File: src/rtl/qrr_pkg.sv
// Shared types, widths and codes for the quadratic real root solver.
// Used by every module of the block; depends on nothing else.
package qrr_pkg;

  // Fixed field widths of the coefficient and root items.
  localparam int COEF_WIDTH    = 16;
  localparam int OUT_FRAC_BITS = 16;
  localparam int ROOT_WIDTH    = 32;

  // Exact discriminant, its nonnegative radicand and the floored square root.
  localparam int DISC_WIDTH = 2 * COEF_WIDTH + 3;
  localparam int RAD_WIDTH  = 2 * COEF_WIDTH + 2;
  localparam int SQRT_WIDTH = RAD_WIDTH / 2;

  // Numerator magnitude |-b +/- s|, the scaled dividend and the divisor |2a|.
  localparam int NUM_WIDTH = COEF_WIDTH + 2;
  localparam int QUO_WIDTH = NUM_WIDTH + OUT_FRAC_BITS;
  localparam int DEN_WIDTH = COEF_WIDTH + 1;

  // Solution kinds.
  localparam logic [1:0] KIND_A_ZERO   = 2'd0;
  localparam logic [1:0] KIND_REPEATED = 2'd1;
  localparam logic [1:0] KIND_TWO_REAL = 2'd2;
  localparam logic [1:0] KIND_COMPLEX  = 2'd3;

  typedef struct packed {
    logic signed [COEF_WIDTH-1:0] coef_a;
    logic signed [COEF_WIDTH-1:0] coef_b;
    logic signed [COEF_WIDTH-1:0] coef_c;
  } coefs_t;

  typedef struct packed {
    logic [1:0]                   root_kind;
    logic signed [ROOT_WIDTH-1:0] root_large;
    logic signed [ROOT_WIDTH-1:0] root_small;
    logic                         overflow_flag;
  } roots_t;

  // Side data that rides along the square root pipeline.
  typedef struct packed {
    logic [1:0]                   kind;
    logic signed [COEF_WIDTH-1:0] coef_a;
    logic signed [COEF_WIDTH-1:0] coef_b;
  } sqrt_side_t;

  // Side data that rides along the divider pipeline.
  typedef struct packed {
    logic [1:0] kind;
    logic       neg_p;
    logic       neg_m;
  } div_side_t;

endpackage

File: src/rtl/qrr_disc.sv
// Two-stage discriminant unit: products b*b and a*c, then D = b*b - 4ac and kind.
// Depends on qrr_pkg.
module qrr_disc (
  input  logic                             clk,
  input  logic                             rst,
  input  logic                             en,
  input  logic                             in_valid,
  input  qrr_pkg::coefs_t                  coefs,
  output logic                             out_valid,
  output logic [qrr_pkg::RAD_WIDTH-1:0]    rad,
  output qrr_pkg::sqrt_side_t              side
);

  logic                                    v1;
  logic signed [2*qrr_pkg::COEF_WIDTH-1:0] bb;
  logic signed [2*qrr_pkg::COEF_WIDTH-1:0] ac;
  logic signed [qrr_pkg::COEF_WIDTH-1:0]   a1;
  logic signed [qrr_pkg::COEF_WIDTH-1:0]   b1;
  logic signed [qrr_pkg::DISC_WIDTH-1:0]   disc;
  logic [1:0]                              kind_next;

  // First stage: the two products.
  always_ff @(posedge clk) begin
    if (rst) begin
      v1 <= 1'b0;
    end else if (en) begin
      v1 <= in_valid;
    end
  end

  always_ff @(posedge clk) begin
    if (en) begin
      bb <= coefs.coef_b * coefs.coef_b;
      ac <= coefs.coef_a * coefs.coef_c;
      a1 <= coefs.coef_a;
      b1 <= coefs.coef_b;
    end
  end

  // Second stage: exact discriminant and the solution kind.
  always_comb begin
    disc = qrr_pkg::DISC_WIDTH'(bb) - (qrr_pkg::DISC_WIDTH'(ac) <<< 2);
    if (a1 == '0) begin
      kind_next = qrr_pkg::KIND_A_ZERO;
    end else if (disc < 0) begin
      kind_next = qrr_pkg::KIND_COMPLEX;
    end else if (disc == '0) begin
      kind_next = qrr_pkg::KIND_REPEATED;
    end else begin
      kind_next = qrr_pkg::KIND_TWO_REAL;
    end
  end

  always_ff @(posedge clk) begin
    if (rst) begin
      out_valid <= 1'b0;
    end else if (en) begin
      out_valid <= v1;
    end
  end

  always_ff @(posedge clk) begin
    if (en) begin
      rad         <= (disc < 0) ? '0 : disc[qrr_pkg::RAD_WIDTH-1:0];
      side.kind   <= kind_next;
      side.coef_a <= a1;
      side.coef_b <= b1;
    end
  end

endmodule

File: config.mk
export PLATFORM = sky130hd
export DESIGN_NAME = qrr_disc
export DESIGN_NICKNAME = d
export VERILOG_FILES = /design/src/rtl/qrr_pkg.sv /design/src/rtl/qrr_disc.sv
export SDC_FILE = /design/constraint.sdc
export NUM_CORES = 2
export LEC_CHECK = 0
export CAP_MARGIN = 20
export CORE_MARGIN = 4
export CORE_UTILIZATION = 65
export DETAILED_ROUTE_END_ITERATION = 8
export DONT_BUFFER_PORTS = 1
export GPL_TIMING_DRIVEN = 0
export PLACE_DENSITY = 0.81
export SLEW_MARGIN = 20
export SYNTH_ARGS = -nofsm -noshare
export SYNTH_HDL_FRONTEND = slang
export SYNTH_SLANG_ARGS = --single-unit
File: constraint.sdc
create_clock -name clk -period 15.2 [get_ports clk]
set_clock_uncertainty 0.2 [all_clocks]
set_input_delay 3.8 -clock clk [delete_from_list [all_inputs] [get_ports clk]]
set_output_delay 3.8 -clock clk [all_outputs]
set_load 0.01 [all_outputs]
* After elaboration in Yosys (flattened, before gate mapping) *
Cells that the tools add are included.

storage, ports and cells
  output and inout bits = 69
  flip-flop bits (word level) = 166
  word-level logic and storage cells = 18
  input port bits = 52

cells by class
  $mul = 2
  reduce and logical (&&, ||, !) cells = 2
  multiplexer cells = 2
  magnitude comparators = 1
  add/subtract/negate cells = 1

operators with widths
  operator                                                     number
  multiplier 16 x 16 -> 32 bit                                 2
  logical NOT 35 bit                                           1
  less-than comparator 35 x 1 -> 1 bit, second input constant  1
  subtractor 32 x 34 -> 35 bit                                 1
  logical NOT 16 bit                                           1
  2-to-1 mux 2 bit                                             2

* Depth between registers and ports, before layout *
  depth after elaboration = 4
  gate-level depth with buffers = 25
  mapped depth without buffers = 24

* Worst setup path before layout *
No wires, ideal clock.

  path kind = input-to-reg
  start point = input coefs[17] in the netlist's numbering
  end point = register bb[31] in the netlist's numbering (data pin)
  path buffers = 2
  stages = 23
  arrival = 9370 ps
  setup time = 268 ps
  setup slack = 5363 ps
  cell sequence = clkbuf_1 clkbuf_1 nand2_1 fa_1 fa_1 fa_1 inv_1 fa_1 fa_1 inv_1 fa_1 inv_1 ha_1 a21o_1 a21o_1 a21o_1 nor2_1 a21oi_1 a21oi_1 a21boi_0 a41o_1 o41ai_1 xnor2_1

between the ends
  longest elaborated chain between the ends = 1

ends and longest elaborated chain
  what                          line            text
  from (decl)                   qrr_disc.sv:8   input qrr_pkg::coefs_t coefs,
  multiplier 16 x 16 -> 32 bit  qrr_disc.sv:33  bb <= coefs.coef_b * coefs.coef_b;
  to (signal assigned)          qrr_disc.sv:33
  to (decl)                     qrr_disc.sv:15  logic signed [2*qrr_pkg::COEF_WIDTH-1:0] bb;

Every way passes these cells.
A chain may end at the register's enable or synchronous reset.

* Worst setup path after layout *
  start point = input coefs[21] in the netlist's numbering
  end point = register bb[31] in the netlist's numbering (data pin)

The elaborated chain is that of the path after synthesis.

==> metrics.yaml <==
status: "finished, final reports clean"
grt_max_degree: 164
clock.fmax_mhz: 96.0
drc: 0
cts_setup_buffers: 0
ys.flop_type: "edfxtp_1"
grt_pass1_wl_um: 97500
grt_overflow: 0
avgSynthCellArea_um2: 10.0
cp_data_arrival_time_ns: 10.42
tightest_slew_ns: 0.786
drtIter0Drc: 1527
setup_viol: 0
rows: 72
wl_per_cell_um: 18.6
fill_cells: 2912
path_class: "in2reg"
clk_pin_slew_ns: 0.07
syn-num-nets: 3342
timing.reg2reg.setup_slack_ns: 10.99
cts-htree-levels: 4
maxCapViolCount: 0
holdBufCountCts: 0
final_cell_mix: "inv_1 (649), fa_1 (497), nand2_1 (227)"
grt_use_total: 0.284
seq_area_frac_synth: 0.188
area_delta_synth_final_pct: 4.87
dr_total_vias: 17980
worstSetupStartpointType: "input pin"
critPathMaxFanout: 10
worstSetupEndpointType: "register"
layout_commonest_cell: "inv_1"
vias_per_cell: 5.72
ios: 121
initial_core_util: 0.664
post-route-min-period_ns: 10.41
nNetsFinal: 3361
cts_tree: "done"
finalInstanceArea_um2: 27200
hpwl_um: 48600
dpl_cell_area_um2: 26600
postRouteAntennaNets: 0
finalCritPeriodShare: 0.685
async_reset_ff_frac: 0
drt_first_pass_iters: 6
grt_pass1_vias: 19527
synth_edf_count: 161
wl_um: 58500
synth_seq_cells: 163
die_y_um: 208
die_width_um: 208
synth_cells: 2590
cts_resized: 0
dieArea_um2: 43100
yosys.cell_types.count: 71
finalHoldViolCount: 0
r2r_start: "ac[0]$_DFFE_PP_"
slew_violations: 0
worstHoldStart: "b1[8]$_DFFE_PP_"
core_area_um2: 39000
worstSetupStartpoint: "coefs[21]"
min_path_type: "reg2reg"
worstPathRequired_ns: 15.21
clock_path_buffers: 2
netlist_area_um2: 25900
clkLatencyLatePin_ns: 0.47
setup_tns_ns: 0
cts-root-buf: "clkbuf_16"
max_slew_margin: 0.469
place_congestion: 0.948
ys.warnings.count: 0
numCtsBuffers: 17
drive_gt1_frac: 0.0259
rsz0062_at_grt: "no"
antenna_found_initial: 2
port_buffers: 0
clock_sinks: 163
[sequential cells by signal, summed over array words and instances (netlist names)]
signal,flops
side,34
rad,33
a1,16
b1,15
v1,1
out_valid,1
ac,32
bb,31
[path summary, 6_finish.rpt]
path | endpoint | cells after the start
worst max-delay path | bb[31]$_DFFE_PP_ | 23
worst min-delay path | side[8]$_DFFE_PP_ | 0
worst max register to register | rad[22]$_SDFFCE_PP0P_ | 14
worst min register to register | side[8]$_DFFE_PP_ | 0
[metal layers]
layer	vias to the layer above	global-route usage	wire (um)
met4	0	0.0940	1700
met3	139	0.0608	5080
met5	-	0	0
met2	658	0.467	28800
met1	9175	0.383	22900
li1	8008	-	-
[through the flow]
| step | setup WS (ns) | instances | hold WS [ns] | util |
|---|---|---|---|---|
| floorplan | 5.36 | 2590 | 0.200 | - |
| global placement | 4.52 | 3108 | 0.200 | 0.681 |
| detailed placement | 4.38 | 3108 | 0.205 | 0.681 |
| CTS | 4.85 | 3140 | 0.219 | 0.697 |
| global route | 4.34 | 3140 | 0.230 | 0.697 |
| finish | 4.79 | 3142 | 0.218 | 0.697 |
[synthesized netlist by cell type (3+ instances only)]
cell type,count,area (um^2)
nor4_1,7,43.8
and3_1,8,50.1
a21oi_1,62,310
o211ai_1,9,67.6
and4_1,5,43.8
xor2_1,21,184
a211oi_1,7,52.6
buf_2,9,45.0
inv_1,649,2440
ha_1,203,2540
a41oi_1,3,26.3
xnor2_1,79,692
o21a_1,15,113
edfxtp_1,161,4830
o31ai_1,10,75.1
or3_1,7,43.8
a21boi_0,3,22.5
a21oi_2,5,43.8
mux2i_1,4,40.0
a221o_1,3,30.0
a31o_2,5,43.8
fa_1,497,9950
o21bai_1,8,60.1
o22ai_1,3,18.8
o211a_1,3,30.0
a21o_1,38,285
nor2b_1,16,100
nor3_1,17,85.1
nor2_1,115,432
a2111oi_2,3,45.0
o21ai_0,35,175
nand2_1,227,852
a31oi_1,7,43.8
and2_1,171,1070
nand2b_1,19,119
o21ai_1,4,20.0
nand4_1,11,68.8
o31a_1,3,26.3
clkbuf_1,62,233
or2_2,8,50.1
nand3_1,27,135
[critical path, cell delays in order]
cell and delay (ns):
clkbuf_1 0.46, clkbuf_1 0.60, nand2_1 0.17, fa_1 0.53, inv_1 0.07, fa_1 0.57
ha_1 0.16, inv_1 0.05, fa_1 0.46, fa_1 0.55, inv_1 0.05, fa_1 0.44
ha_1 0.36, o21a_1 0.13, nor2_1 0.05, o31ai_1 0.45, o211ai_1 0.18, a21oi_1 0.35
a21oi_1 0.18, a21boi_0 0.31, a41o_1 0.27, o41ai_1 0.09, xnor2_1 0.13
[kinds of logic after synthesis]
family,Yosys count,synth area share
xor gates and xnor gates,100,0.0338
and+or+nand+nor,647,0.122
muxes,4,0.00154
adders and majority gates,700,0.482
DFF,163,0.188
other,1,0.000145
buffers and inverters,723,0.105
AOI/OAI and AO/OA,252,0.0671
[final cells by class]
cell class              instances  area (um^2)  share of cell area
clock buffers                  19          433              0.0159
well taps                     518          648              0.0238
diodes                          2         5.00            0.000184
clock inverters                13          175             0.00645
inverters                     649         2440              0.0896
plain buffers                  74          293              0.0108
multi-input cells            1704        18300               0.674
flip-flops and latches        163         4870               0.179
Power is not shown: default switching activity piles up to over one toggle a cycle in this logic, so the estimate is an artifact.
