## config.mk

```make
export PLATFORM = sky130hd
export DESIGN_NAME = qrr_sqrt
export DESIGN_NICKNAME = d
export VERILOG_FILES = /design/src/rtl/qrr_pkg.sv /design/src/rtl/qrr_sqrt.sv
export SDC_FILE = /design/constraint.sdc
export NUM_CORES = 1
export LEC_CHECK = 0
export ABC_AREA = 0
export BUFFER_PORTS_ARGS = -buffer_cell sky130_fd_sc_hd__buf_2
export CORE_ASPECT_RATIO = 1.1
export CORE_MARGIN = 8
export CORE_UTILIZATION = 45
export DETAILED_ROUTE_END_ITERATION = 10
export PLACE_DENSITY = 0.73
export RECOVER_POWER = 50
export REMOVE_ABC_BUFFERS = 1
export SLEW_MARGIN = 40
export SYNTH_ARGS = -nofsm -noshare
export SYNTH_HDL_FRONTEND = slang
export SYNTH_SLANG_ARGS = --single-unit
```

## constraint.sdc

```tcl
create_clock -name clk -period 8.9 [get_ports clk]
set_clock_uncertainty 0.2 [all_clocks]
set_input_delay 0.445 -clock clk [delete_from_list [all_inputs] [get_ports clk]]
set_output_delay 0.445 -clock clk [all_outputs]
set_load 0.005 [all_outputs]
```

## src/rtl/qrr_pkg.sv

```systemverilog
// Shared types, widths and codes for the quadratic real root solver.
// Used by every module of the block; depends on nothing else.
package qrr_pkg;

  // Fixed field widths of the coefficient and root items.
  localparam int COEF_WIDTH    = 16;
  localparam int OUT_FRAC_BITS = 16;
  localparam int ROOT_WIDTH    = 32;

  // Exact discriminant, its nonnegative radicand and the floored square root.
  localparam int DISC_WIDTH = 2 * COEF_WIDTH + 3;
  localparam int RAD_WIDTH  = 2 * COEF_WIDTH + 2;
  localparam int SQRT_WIDTH = RAD_WIDTH / 2;

  // Numerator magnitude |-b +/- s|, the scaled dividend and the divisor |2a|.
  localparam int NUM_WIDTH = COEF_WIDTH + 2;
  localparam int QUO_WIDTH = NUM_WIDTH + OUT_FRAC_BITS;
  localparam int DEN_WIDTH = COEF_WIDTH + 1;

  // Solution kinds.
  localparam logic [1:0] KIND_A_ZERO   = 2'd0;
  localparam logic [1:0] KIND_REPEATED = 2'd1;
  localparam logic [1:0] KIND_TWO_REAL = 2'd2;
  localparam logic [1:0] KIND_COMPLEX  = 2'd3;

  typedef struct packed {
    logic signed [COEF_WIDTH-1:0] coef_a;
    logic signed [COEF_WIDTH-1:0] coef_b;
    logic signed [COEF_WIDTH-1:0] coef_c;
  } coefs_t;

  typedef struct packed {
    logic [1:0]                   root_kind;
    logic signed [ROOT_WIDTH-1:0] root_large;
    logic signed [ROOT_WIDTH-1:0] root_small;
    logic                         overflow_flag;
  } roots_t;

  // Side data that rides along the square root pipeline.
  typedef struct packed {
    logic [1:0]                   kind;
    logic signed [COEF_WIDTH-1:0] coef_a;
    logic signed [COEF_WIDTH-1:0] coef_b;
  } sqrt_side_t;

  // Side data that rides along the divider pipeline.
  typedef struct packed {
    logic [1:0] kind;
    logic       neg_p;
    logic       neg_m;
  } div_side_t;

endpackage

```

## src/rtl/qrr_sqrt.sv

```systemverilog
// Pipelined floored square root, one result bit per register stage.
// Depends on qrr_pkg.
module qrr_sqrt (
  input  logic                             clk,
  input  logic                             rst,
  input  logic                             en,
  input  logic                             in_valid,
  input  logic [qrr_pkg::RAD_WIDTH-1:0]    rad,
  input  qrr_pkg::sqrt_side_t              side_in,
  output logic                             out_valid,
  output logic [qrr_pkg::SQRT_WIDTH-1:0]   root,
  output qrr_pkg::sqrt_side_t              side_out
);

  localparam int S = qrr_pkg::SQRT_WIDTH;

  logic                            v    [0:S];
  logic [S+1:0]                    rem  [0:S];
  logic [S-1:0]                    res  [0:S];
  logic [qrr_pkg::RAD_WIDTH-1:0]   radr [0:S];
  qrr_pkg::sqrt_side_t             sd   [0:S];

  assign v[0]    = in_valid;
  assign rem[0]  = '0;
  assign res[0]  = '0;
  assign radr[0] = rad;
  assign sd[0]   = side_in;

  // Each stage brings down two radicand bits and decides one root bit.
  for (genvar i = 0; i < S; i++) begin : g_stage
    logic [S+1:0] rem_shift;
    logic [S+1:0] trial;
    logic [S+1:0] rem_next;
    logic [S-1:0] res_next;

    always_comb begin
      rem_shift = {rem[i][S-1:0], radr[i][qrr_pkg::RAD_WIDTH-1 -: 2]};
      trial     = {res[i], 2'b01};
      if (rem_shift >= trial) begin
        rem_next = rem_shift - trial;
        res_next = {res[i][S-2:0], 1'b1};
      end else begin
        rem_next = rem_shift;
        res_next = {res[i][S-2:0], 1'b0};
      end
    end

    always_ff @(posedge clk) begin
      if (rst) begin
        v[i+1] <= 1'b0;
      end else if (en) begin
        v[i+1] <= v[i];
      end
    end

    always_ff @(posedge clk) begin
      if (en) begin
        rem[i+1]  <= rem_next;
        res[i+1]  <= res_next;
        radr[i+1] <= radr[i] << 2;
        sd[i+1]   <= sd[i];
      end
    end
  end

  assign out_valid = v[S];
  assign root      = res[S];
  assign side_out  = sd[S];

endmodule

```

# --- After elaboration in Yosys (flattened, before gate mapping) ---
# Cells that the tools add are included.
op_classes:
  addsub: 16
  magnitude_cmp: 17
  muxes: 33
ops:
  columns: ["operator", "n"]
  rows:
  - ["$mux W17", 15]
  - ["$ge A19 B10 Y1", 1]
  - ["$ge A19 B11 Y1", 1]
  - ["$ge A19 B12 Y1", 1]
  - ["$ge A19 B13 Y1", 1]
  - ["$ge A19 B14 Y1", 1]
  - ["$ge A19 B15 Y1", 1]
  - ["$ge A19 B16 Y1", 1]
  - ["$ge A19 B17 Y1", 1]
  - ["$ge A19 B18 Y1", 1]
  - ["$ge A19 B3 Y1", 1]
  - ["$ge A19 B4 Y1", 1]
  - ["$ge A19 B5 Y1", 1]
  - ["$ge A19 B6 Y1", 1]
  - ["$ge A19 B7 Y1", 1]
  - ["$ge A19 B8 Y1", 1]
  - ["$ge A19 B9 Y1", 1]
  - ["$mux W1", 17]
  - ["$sub A17 B10 Y17", 1]
  - ["$sub A17 B11 Y17", 1]
  - ["$sub A17 B12 Y17", 1]
  - ["$sub A17 B13 Y17", 1]
  - ["$sub A17 B14 Y17", 1]
  - ["$sub A17 B15 Y17", 1]
  - ["12 further kinds", 12]
totals:
  reg_bits: 1278

# --- Logic depth before layout (Yosys ltp) ---
# Gate-level depths: netlist (run 1).
depth:
  depth_word: 2
  mapped_depth: 11
  mapped_depth_nobuf: 10

# --- Worst setup path after synthesis (run 1) ---
# Ideal clock, no wire load.
synth_path:
  path_type: "reg2reg"
  startpoint: "register rem, in the netlist g_stage[15].rem_shift[14]"
  endpoint: "register rem, in the netlist g_stage[16].rem_shift[11], data pin"
  setup_ps: 260
  arrival_time_ps: 2458
  setup_slack_ps: 5982
  stages_incl_launch_ff: 10
  n_path_buf: 2
  period_less_slack_ps: 2918
  path_cell_list: "edfxtp_1 -> ha_1 -> a21oi_1 -> o21ai_0 -> a21o_1 -> a2111oi_0 -> o21a_1 -> buf_2 -> buf_2 -> mux2_2"
synth_between:
  elab_chain_cells: 2
synth_rtl:
  columns: ["element", "line_no", "text"]
  rows:
  - ["start: declaration", "qrr_sqrt.sv:18", "logic [S+1:0] rem [0:S];"]
  - ["start signal: indexed assignment", "qrr_sqrt.sv:58", "rem[i+1] <= rem_next;"]
  - ["$ge A19 B17 Y1", "qrr_sqrt.sv:39", "if (rem_shift >= trial) begin"]
  - ["$mux W17", "qrr_sqrt.sv:39", null]
  - ["net g_stage[15].rem_next[9]", "qrr_sqrt.sv:33", "logic [S+1:0] rem_next;"]
# The timed path passes the listed nets, and every way through them passes these cells.
# A chain may end at the register's enable or synchronous reset.

# --- Worst setup path after layout (run 1) ---
layout_path:
  startpoint: "input en"
  endpoint: "register radr[505] (netlist bit) (enable)"
layout_lines:
  columns: ["element", "line_no", "text"]
  rows:
  - ["start: declaration", "qrr_sqrt.sv:6", "input logic en,"]
  - ["end signal: indexed assignment", "qrr_sqrt.sv:60", "radr[i+1] <= radr[i] << 2;"]
  - ["end: declaration", "qrr_sqrt.sv:20", "logic [qrr_pkg::RAD_WIDTH-1:0] radr [0:S];"]
# No word-level cell between the ends.

==> results of run 1 <==
report_power, final:
| group | internal (uW) | switching (uW) | total (uW) |
|---|---|---|---|
| Combinational | 653 | 812 | 1470 |
| Clock | 3160 | 2190 | 5360 |
| Sequential | 7210 | 226 | 7430 |
| Total | 11000 | 3230 | 14300 |
stage by stage:
step           hold slack (ps)  utilization, %  instance area [um^2]  total power [uW]  std cells
6_report                   202            52.0                 56300             14300       4759
5_1_grt                    172            52.0                 56300             14900       4758
4_1_cts                    155            52.0                 56300             14400       4758
3_5_place_dp               205            47.3                 51300              8990       4450
3_3_place_gp               200            47.2                 51100              8920       4445
2_1_floorplan              200               -                 48500              8510       2887
critical path: cells and delay by family:
kind / cells / cell delay, ps
buffers and inverters: 5 / 4920
layout make-up:
| class | count | area share, % |
|---|---|---|
| inverter | 200 | 1.33 |
| tap | 1419 | 3.15 |
| antenna | 1 | 0.00444 |
| timing repair buffer | 217 | 2.93 |
| sequential | 1267 | 67.3 |
| multi-input combinational | 1420 | 17.6 |
| clock buffer | 155 | 6.09 |
| clock inverter | 80 | 1.60 |
logic make-up after synthesis:
family | count (synthesis) | synth area share [%]
compound gates | 458 | 5.88
xor+xnor | 177 | 3.18
fa+ha+maj | 168 | 4.30
buf+inv | 268 | 2.35
flops | 1267 | 77.4
mux | 58 | 1.27
other cells | 1 | 0.00766
simple gates | 558 | 5.61
registers in the layout, indices dropped and copies added (netlist names):
signal / flops
sd: 544
g_stage.rem_shift: 279
radr: 240
g_stage.trial: 136
side_out: 34
root: 17
v: 16
out_valid: 1
final timing paths:
kind / from / endpoint / slack (ps) / depth (start not counted)
setup / recovery: en / radr[505] / 3440 / 5
hold / removal: sd[396] / sd[362] / 200 / 0
setup reg to reg: g_stage[12].rem_shift[3] / g_stage[13].rem_shift[10] / 5620 / 8
hold reg to reg: sd[396] / sd[362] / 200 / 0
cell usage in the layout (no fill, tap or decap), drive strengths merged, types with 16 or more instances in the layout:
cell	synthesis	layout
nor2b	20	20
o21ai	130	130
dfxtp	17	17
o21a	41	41
edfxtp	1250	1250
xor2	85	85
nand2	134	134
nand2b	25	25
dlygate4sd3	0	73
ha	168	168
buf	43	134
or3	22	22
a21oi	133	133
and2	16	16
xnor2	92	92
clkinv	1	60
clkbuf	25	165
nor3	57	57
nand4	23	23
mux2	32	32
a21o	43	43
nor2	156	156
mux2i	26	26
nand3	26	26
nor4	26	26
inv	199	203
cell usage after synthesis (all sizes together) (7+ instances only):
cell | n | area (um^2)
nand2b | 25 | 156
nor3 | 57 | 285
or2 | 7 | 43.8
xor2 | 85 | 744
nor4 | 26 | 163
o31ai | 15 | 113
or3 | 22 | 144
and2 | 16 | 100
ha | 168 | 2100
mux2i | 26 | 260
nor2b | 20 | 125
and3 | 12 | 75.1
or4 | 15 | 113
edfxtp | 1250 | 37500
clkbuf | 25 | 93.8
buf | 43 | 304
xnor2 | 92 | 813
dfxtp | 17 | 340
nand3 | 26 | 130
mux2 | 32 | 360
a211oi | 15 | 113
inv | 199 | 747
nor2 | 156 | 593
a31oi | 9 | 56.3
nand4 | 23 | 144
o21ai | 130 | 651
a21o | 43 | 324
nand2 | 134 | 503
a21oi | 133 | 681
o21a | 41 | 308
per-layer routing:
layer / part of all wire (%) / GRT usage, % / vias to the layer above
li1: - / - / 11700
met1: 39 / 12.1 / 11200
met2: 52 / 20.3 / 466
met3: 4.1 / 2.78 / 232
met4: 4.8 / 6.37 / 0
met5: 0 / 0 / -
repair_timing:
| action | in CTS | in global routing |
|---|---|---|
| resized for setup | 0 | 0 |
| endpoints found under the hold margin | 146 | 0 |
| hold buffers | 73 | 0 |
==> load_flow_metrics.sql, run 1 <==
INSERT INTO impl_metrics (metric_group, metric, value, unit) VALUES
('run_status', 'result_of_the_run', 'finished, violations left', ''),
('run_status', 'failed_checks', 'max-capacitance violations, max-slew violations', ''),
('logic_synthesis', 'postSynthCellCount', '2955', ''),
('clock_network', 'clock_root_buffer', 'clkbuf_16', ''),
('die', 'start_util', '45.1', '%'),
('timing', 'fin_crit_sh', '61.3', '%'),
('logic_synthesis', 'synth.distinct_cells', '75', ''),
('timing', 'setup_total_negative_slack', '0', 'ps'),
('die', 'num_io_pins', '124', ''),
('power', 'p_per_area', '253', 'nW/um^2'),
('drt', 'drt_drc_violations_left', '0', ''),
('clock_network', 'clk_path_buf_depth', '3', ''),
('critical_path', 'worst_ep_arrival_time', '5600', 'ps'),
('logic_synthesis', 'synth_enable_flop_cells', '1250', ''),
('global_route', 'antenna_found_initial', '0', ''),
('timing', 'setup-violations-final', '0', ''),
('drt', 'totalWireLength', '69.2', 'mm'),
('die', 'chipWidth', '330', 'um'),
('global_route', 'grt_start_max_net_pins', '139', ''),
('logic_synthesis', 'syn-cell-area', '48900', 'um^2'),
('critical_path', 'crit_fanout', '106', ''),
('timing', 'finalMaxSlewViolations', '63', ''),
('logic_synthesis', 'ys_seq_area_share', '77.4', '%'),
('layout', 'layout-area-overhead-vs-synth', '15.1', '%'),
('global_route', 'grt_pass1_wl', '112', 'mm'),
('drt', 'route.antenna.remaining_nets', '0', ''),
('layout', 'drive_gt1_share', '11.6', '%'),
('power', 'highest_ir_drop_seen_on_vdd', '0.000224', 'V'),
('critical_path', 'crit_slowest_cell', 'clkbuf_1', ''),
('drt', 'detail_route.iter0.violations', '1582', ''),
('logic_synthesis', 'register_bit_total_from_synthesis', '1267', ''),
('drt', 'detailedRoute.firstPassIterationCount', '5', ''),
('layout', 'multi_input_area', '9920', 'um^2'),
('placed_design', 'gp_routability_congestion', '0.884', ''),
('global_route', 'overflow', '0', ''),
('clock_network', 'postCtsSetupRepairBufs', '0', ''),
('logic_synthesis', 'synth_async_sr_flop_share', '0', '%'),
('placed_design', 'dp_worst_setup_slack', '5410', 'ps'),
('clock_network', 'cts_num_sinks', '1267', ''),
('drt', 'via_count', '23700', ''),
('layout', 'num-fill-cells', '8685', ''),
('timing', 'worst_slew_pin_slew', '3880', 'ps'),
('die', 'std_cell_rows', '127', ''),
('timing', 'postLayoutSetupSlackWorst', '3440', 'ps'),
('clock_network', 'numCtsBuffers', '131', ''),
('logic_synthesis', 'ys.flop_type', 'edfxtp_1', ''),
('placed_design', 'placement.io_buffers', '123', ''),
('die', 'core', '108000', 'um^2'),
('min_path', 'min-delay-path-class', 'flip-flop to flip-flop', ''),
('layout', 'final_net_count', '3477', ''),
('timing', 'rsz0062_at_grt', 'false', ''),
('drt', 'routedWlPerCell', '14.5', 'um'),
('critical_path', 'critical_path.most_common_cell', 'buf_4', ''),
('layout', 'final-seq-area', '37900', 'um^2'),
('clock_network', 'worstSkewPairLatency', '720', 'ps'),
('critical_path', 'timing.setup.critical_path_class', 'input port to flip-flop', ''),
('global_route', 'gr-usage-all-layers', '11.3', '%'),
('clock_network', 'cts_tree', 'done', ''),
('timing', 'final_period_minus_worst_setup_slack', '5460', 'ps'),
('drt', 'vias_per_cell', '4.97', ''),
('critical_path', 'cp_slowest_stage_delay', '2710', 'ps'),
('timing', 'fmax', '0.183', 'GHz'),
('timing', 'worst_slew_margin_rel', '-159', '%'),
('placed_design', 'place.detailed.hpwl', '43.6', 'mm'),
('critical_path', 'required', '9040', 'ps'),
('critical_path', 'timing.critical_path.to_type', 'flip-flop', ''),
('logic_synthesis', 'yosysWarnings', '0', ''),
('logic_synthesis', 'syn_area_per_cell', '16.6', 'um^2'),
('clock_network', 'cts.htree.levels', '4', ''),
('timing', 'hold_violations_final', '0', ''),
('global_route', 'grt_pass1_vias', '23800', ''),
('power', 'static-leakage-power', '0.0207', 'uW'),
('die', 'overall_die_area', '120000', 'um^2'),
('critical_path', 'crit_path_cell_trace', 'dlygate4sd3_1 -> clkbuf_1 -> buf_16 -> buf_4 -> buf_4', ''),
('clock_network', 'path_clk_slew', '60', 'ps'),
('die', 'die_h', '362', 'um'),
('critical_path', 'crit_path_start_kind', 'input port', ''),
('flow_run', 'drv.max_cap_violation_count', '1', '');
(Power assumes the default switching activity.)
==> run 2, diff against run 1 <==
--- a/config.mk
+++ b/config.mk
@@ -5,7 +5,7 @@
 export SDC_FILE = /design/constraint.sdc
 export NUM_CORES = 1
 export LEC_CHECK = 0
-export ABC_AREA = 0
+export ABC_AREA = 1
 export BUFFER_PORTS_ARGS = -buffer_cell sky130_fd_sc_hd__buf_2
 export CORE_ASPECT_RATIO = 1.1
 export CORE_MARGIN = 8
==> constraint.sdc (replaced) <==
create_clock -name clk -period 5.2 [get_ports clk]
set_clock_uncertainty 0.2 [all_clocks]
set_input_delay 0.26 -clock clk [delete_from_list [all_inputs] [get_ports clk]]
set_output_delay 0.26 -clock clk [all_outputs]
set_load 0.005 [all_outputs]
==> load_flow_metrics.sql, run 2 <==
INSERT INTO impl_metrics (metric_group, metric, value, unit) VALUES
('clock_network', 'cts.htree.levels', '4', ''),
('drt', 'detailedRoute.firstPassIterationCount', '5', ''),
('placed_design', 'placement.io_buffers', '123', ''),
('drt', 'route.antenna.remaining_nets', '0', ''),
('layout', 'largest-register', 'sd', ''),
('clock_network', 'worstSkewPairLatency', '750', 'ps'),
('logic_synthesis', 'synthMostInstantiatedCell', 'nand2_1', ''),
('critical_path', 'worst_ep_arrival_time', '3720', 'ps'),
('layout', 'final-seq-area', '37900', 'um^2'),
('logic_synthesis', 'synth-compound-area-share', '2.12', '%'),
('clock_network', 'clock_root_buffer', 'clkbuf_16', ''),
('min_path', 'min-delay-start', 'side_in[3]', ''),
('timing', 'fin_crit_sh', '69.9', '%'),
('timing', 'finalMaxSlewViolations', '212', ''),
('die', 'chipWidth', '344', 'um'),
('logic_synthesis', 'ys.flop_type', 'edfxtp_1', ''),
('logic_synthesis', 'post_synth_and_or_nand_nor_area_fraction', '15.2', '%'),
('critical_path', 'worst_reg_to_reg_cells', '9', ''),
('drt', 'vias_per_cell', '4.74', ''),
('logic_synthesis', 'ys_seq_area_share', '71.3', '%'),
('die', 'die_h', '376', 'um'),
('flow_run', 'drv.max_cap_violation_count', '3', ''),
('clock_network', 'path_clk_slew', '60', 'ps'),
('critical_path', 'crit_fanout', '73', ''),
('logic_synthesis', 'syn-cell-area', '53100', 'um^2'),
('global_route', 'overflow', '0', ''),
('die', 'overall_die_area', '129000', 'um^2'),
('drt', 'via_count', '30300', ''),
('global_route', 'grt_pass1_wl', '150', 'mm'),
('logic_synthesis', 'yosys.area_share.adder', '3.96', '%'),
('global_route', 'antenna_found_initial', '0', ''),
('critical_path', 'timing.rr.end', 'g_stage[6].rem_shift[3]', ''),
('logic_synthesis', 'synthTopCellsByArea', 'edfxtp_1 71%, nand2_1 9.0%, inv_1 4.8%', ''),
('timing', 'worst_slew_margin_rel', '-120', '%'),
('timing', 'setup_total_negative_slack', '0', 'ps'),
('global_route', 'grt_start_max_net_pins', '154', ''),
('global_route', 'gr-usage-all-layers', '14.3', '%'),
('min_path', 'hold-path-cell-count', '2', ''),
('drt', 'detail_route.iter0.violations', '1883', ''),
('logic_synthesis', 'yosysWarnings', '0', ''),
('layout', 'num-fill-cells', '9953', ''),
('logic_synthesis', 'synth_top_area_share', '70.6', '%'),
('logic_synthesis', 'main_combinational_cell_family_by_area_after_synthesis', 'simple AND/OR/NAND/NOR gates', ''),
('critical_path', 'regToRegSetupSlack', '2300', 'ps'),
('critical_path', 'timing.critical_path.to_type', 'flip-flop', ''),
('min_path', 'min-delay-path-class', 'input port to flip-flop', ''),
('critical_path', 'timing.setup.critical_path_class', 'input port to flip-flop', ''),
('timing', 'hold_violations_final', '0', ''),
('logic_synthesis', 'postSynthCellCount', '4407', ''),
('clock_network', 'clk_path_buf_depth', '3', ''),
('layout', 'final_net_count', '4994', ''),
('die', 'core', '117000', 'um^2'),
('timing', 'fmax', '0.275', 'GHz'),
('logic_synthesis', 'post_synth_mux_area_share', '0', '%'),
('layout', 'drive_gt1_share', '8.40', '%'),
('min_path', 'worst_hold_path.endpoint', 'sd[547]', ''),
('logic_synthesis', 'synth_enable_flop_cells', '1250', ''),
('logic_synthesis', 'register_bit_total_from_synthesis', '1267', ''),
('global_route', 'grt_pass1_vias', '30500', ''),
('critical_path', 'required', '5280', 'ps'),
('drt', 'drt_drc_violations_left', '0', ''),
('die', 'num_io_pins', '124', ''),
('logic_synthesis', 'synth.distinct_cells', '49', ''),
('layout', 'antenna_diode_count', '0', ''),
('timing', 'setup-violations-final', '0', ''),
('die', 'start_util', '45.3', '%'),
('placed_design', 'gp_routability_congestion', '0.864', ''),
('layout', 'mostFrequentLayoutCells', '1270 x nand2_1, 1250 x edfxtp_1, 680 x inv_1, 203 x nor2_1, 189 x nand3_1', ''),
('drt', 'routedWlPerCell', '14.5', 'um'),
('power', 'static-leakage-power', '0.0258', 'uW'),
('clock_network', 'numCtsBuffers', '133', ''),
('run_status', 'result_of_the_run', 'finished, violations left', ''),
('clock_network', 'cts_num_sinks', '1267', ''),
('critical_path', 'rr_startpoint', 'g_stage[5].trial[4]', ''),
('timing', 'rsz0062_at_grt', 'false', ''),
('layout', 'layout-area-overhead-vs-synth', '15.4', '%'),
('drt', 'totalWireLength', '92.7', 'mm'),
('logic_synthesis', 'syn_area_per_cell', '12.1', 'um^2'),
('timing', 'worst_slew_pin_slew', '3300', 'ps'),
('timing', 'final_period_minus_worst_setup_slack', '3640', 'ps'),
('power', 'finalPower', '25400', 'uW'),
('power', 'highest_ir_drop_seen_on_vdd', '0.000392', 'V'),
('logic_synthesis', 'yosys.area_share.xor_xnor', '1.62', '%'),
('logic_synthesis', 'netlist_top_cells_count', '1270 x nand2_1, 1250 x edfxtp_1, 680 x inv_1', ''),
('critical_path', 'crit_path_start_kind', 'input port', ''),
('run_status', 'failed_checks', 'max-capacitance violations, max-slew violations', ''),
('layout', 'largest_register_ffs', '544', ''),
('power', 'p_per_area', '414', 'nW/um^2'),
('layout', 'multi_input_area', '12200', 'um^2'),
('clock_network', 'cts_tree', 'done', ''),
('layout', 'final_common_cell', 'nand2_1', ''),
('logic_synthesis', 'synth_async_sr_flop_share', '0', '%'),
('logic_synthesis', 'synth_largest_area_cell', 'edfxtp_1', ''),
('layout', 'layout.core_utilization', '52.2', '%'),
('placed_design', 'place.detailed.hpwl', '63.0', 'mm'),
('die', 'std_cell_rows', '132', '');
[run 2: changes by cell type after synthesis, sizes merged, moves of 32 or more]
cell   delta
nand2  +1152
nand4    +76
a21o     -42
nor2     +72
nand3   +176
o21a     -40
inv     +489
o21ai    -62
mux2     -32
xnor2    -66
[run 2: critical path, cell delays in order]
cell	delay [ps]
dlygate4sd3_1	580
buf_12	270
dlymetal6s4s_1	2420
[run 2: through the flow]
| stage | worst slack, ps | hold WS (ps) | instance area (um^2) | instances |
|---|---|---|---|---|
| detailed placement | 2270 | 205 | 55500 | 6021 |
| CTS | 2250 | 12.5 | 61300 | 6396 |
| global placement | 2240 | 200 | 55500 | 6021 |
| global route | 1250 | 140 | 61300 | 6397 |
| finish | 1560 | 178 | 61300 | 6397 |
| floorplan | 2750 | 129 | 52600 | 4330 |
[run 2: logic make-up after synthesis]
group | count (synthesis)
flops | 1267
compound gates | 215
simple gates | 1892
xor+xnor | 98
fa+ha+maj | 168
other cells | 1
buf+inv | 766
[run 2: cell type report]
class | count | area share, %
sequential | 1267 | 61.8
multi-input combinational | 2374 | 19.8
clock buffer | 165 | 5.73
inverter | 689 | 4.22
timing repair buffer | 289 | 3.70
tap | 1541 | 3.14
clock inverter | 72 | 1.59
[run 2: worst max path at each step]
| stage | slack (ps) | cells past startpoint | from | endpoint |
|---|---|---|---|---|
| floorplan | 2750 | 9 | g_stage[5].rem_shift[4] | g_stage[6].rem_shift[9] |
| global route | 1250 | 3 | en | g_stage[16].rem_shift[17] |
| CTS | 2250 | 10 | g_stage[5].trial[4] | g_stage[6].rem_shift[3] |
| detailed placement | 2270 | 9 | g_stage[5].trial[4] | g_stage[6].rem_shift[3] |
| finish | 1560 | 3 | en | root[13] |
| global placement | 2240 | 9 | g_stage[5].trial[4] | g_stage[6].rem_shift[3] |
[run 2: layer usage]
layer,wire [um],share of wire [%],vias up,track usage (%)
li1,-,-,15500,-
met1,38500,42,14100,16.4
met5,0,0,-,0
met4,2920,3.1,0,5.87
met2,47400,51,525,25.7
met3,3900,4.2,206,3.07
[run 2: timing repair]
item,CTS,global route
hold buffers,138,0
resized for setup,0,0
endpoints found under the hold margin,199,0
setup buffers,0,0
setup endpoints to repair,0,0
[run 2: report_power, final]
group          total (uW)  internal [uW]  switching (uW)
Combinational        3110           1090            2020
Sequential          12700          12300             380
Clock                9590           5740            3850
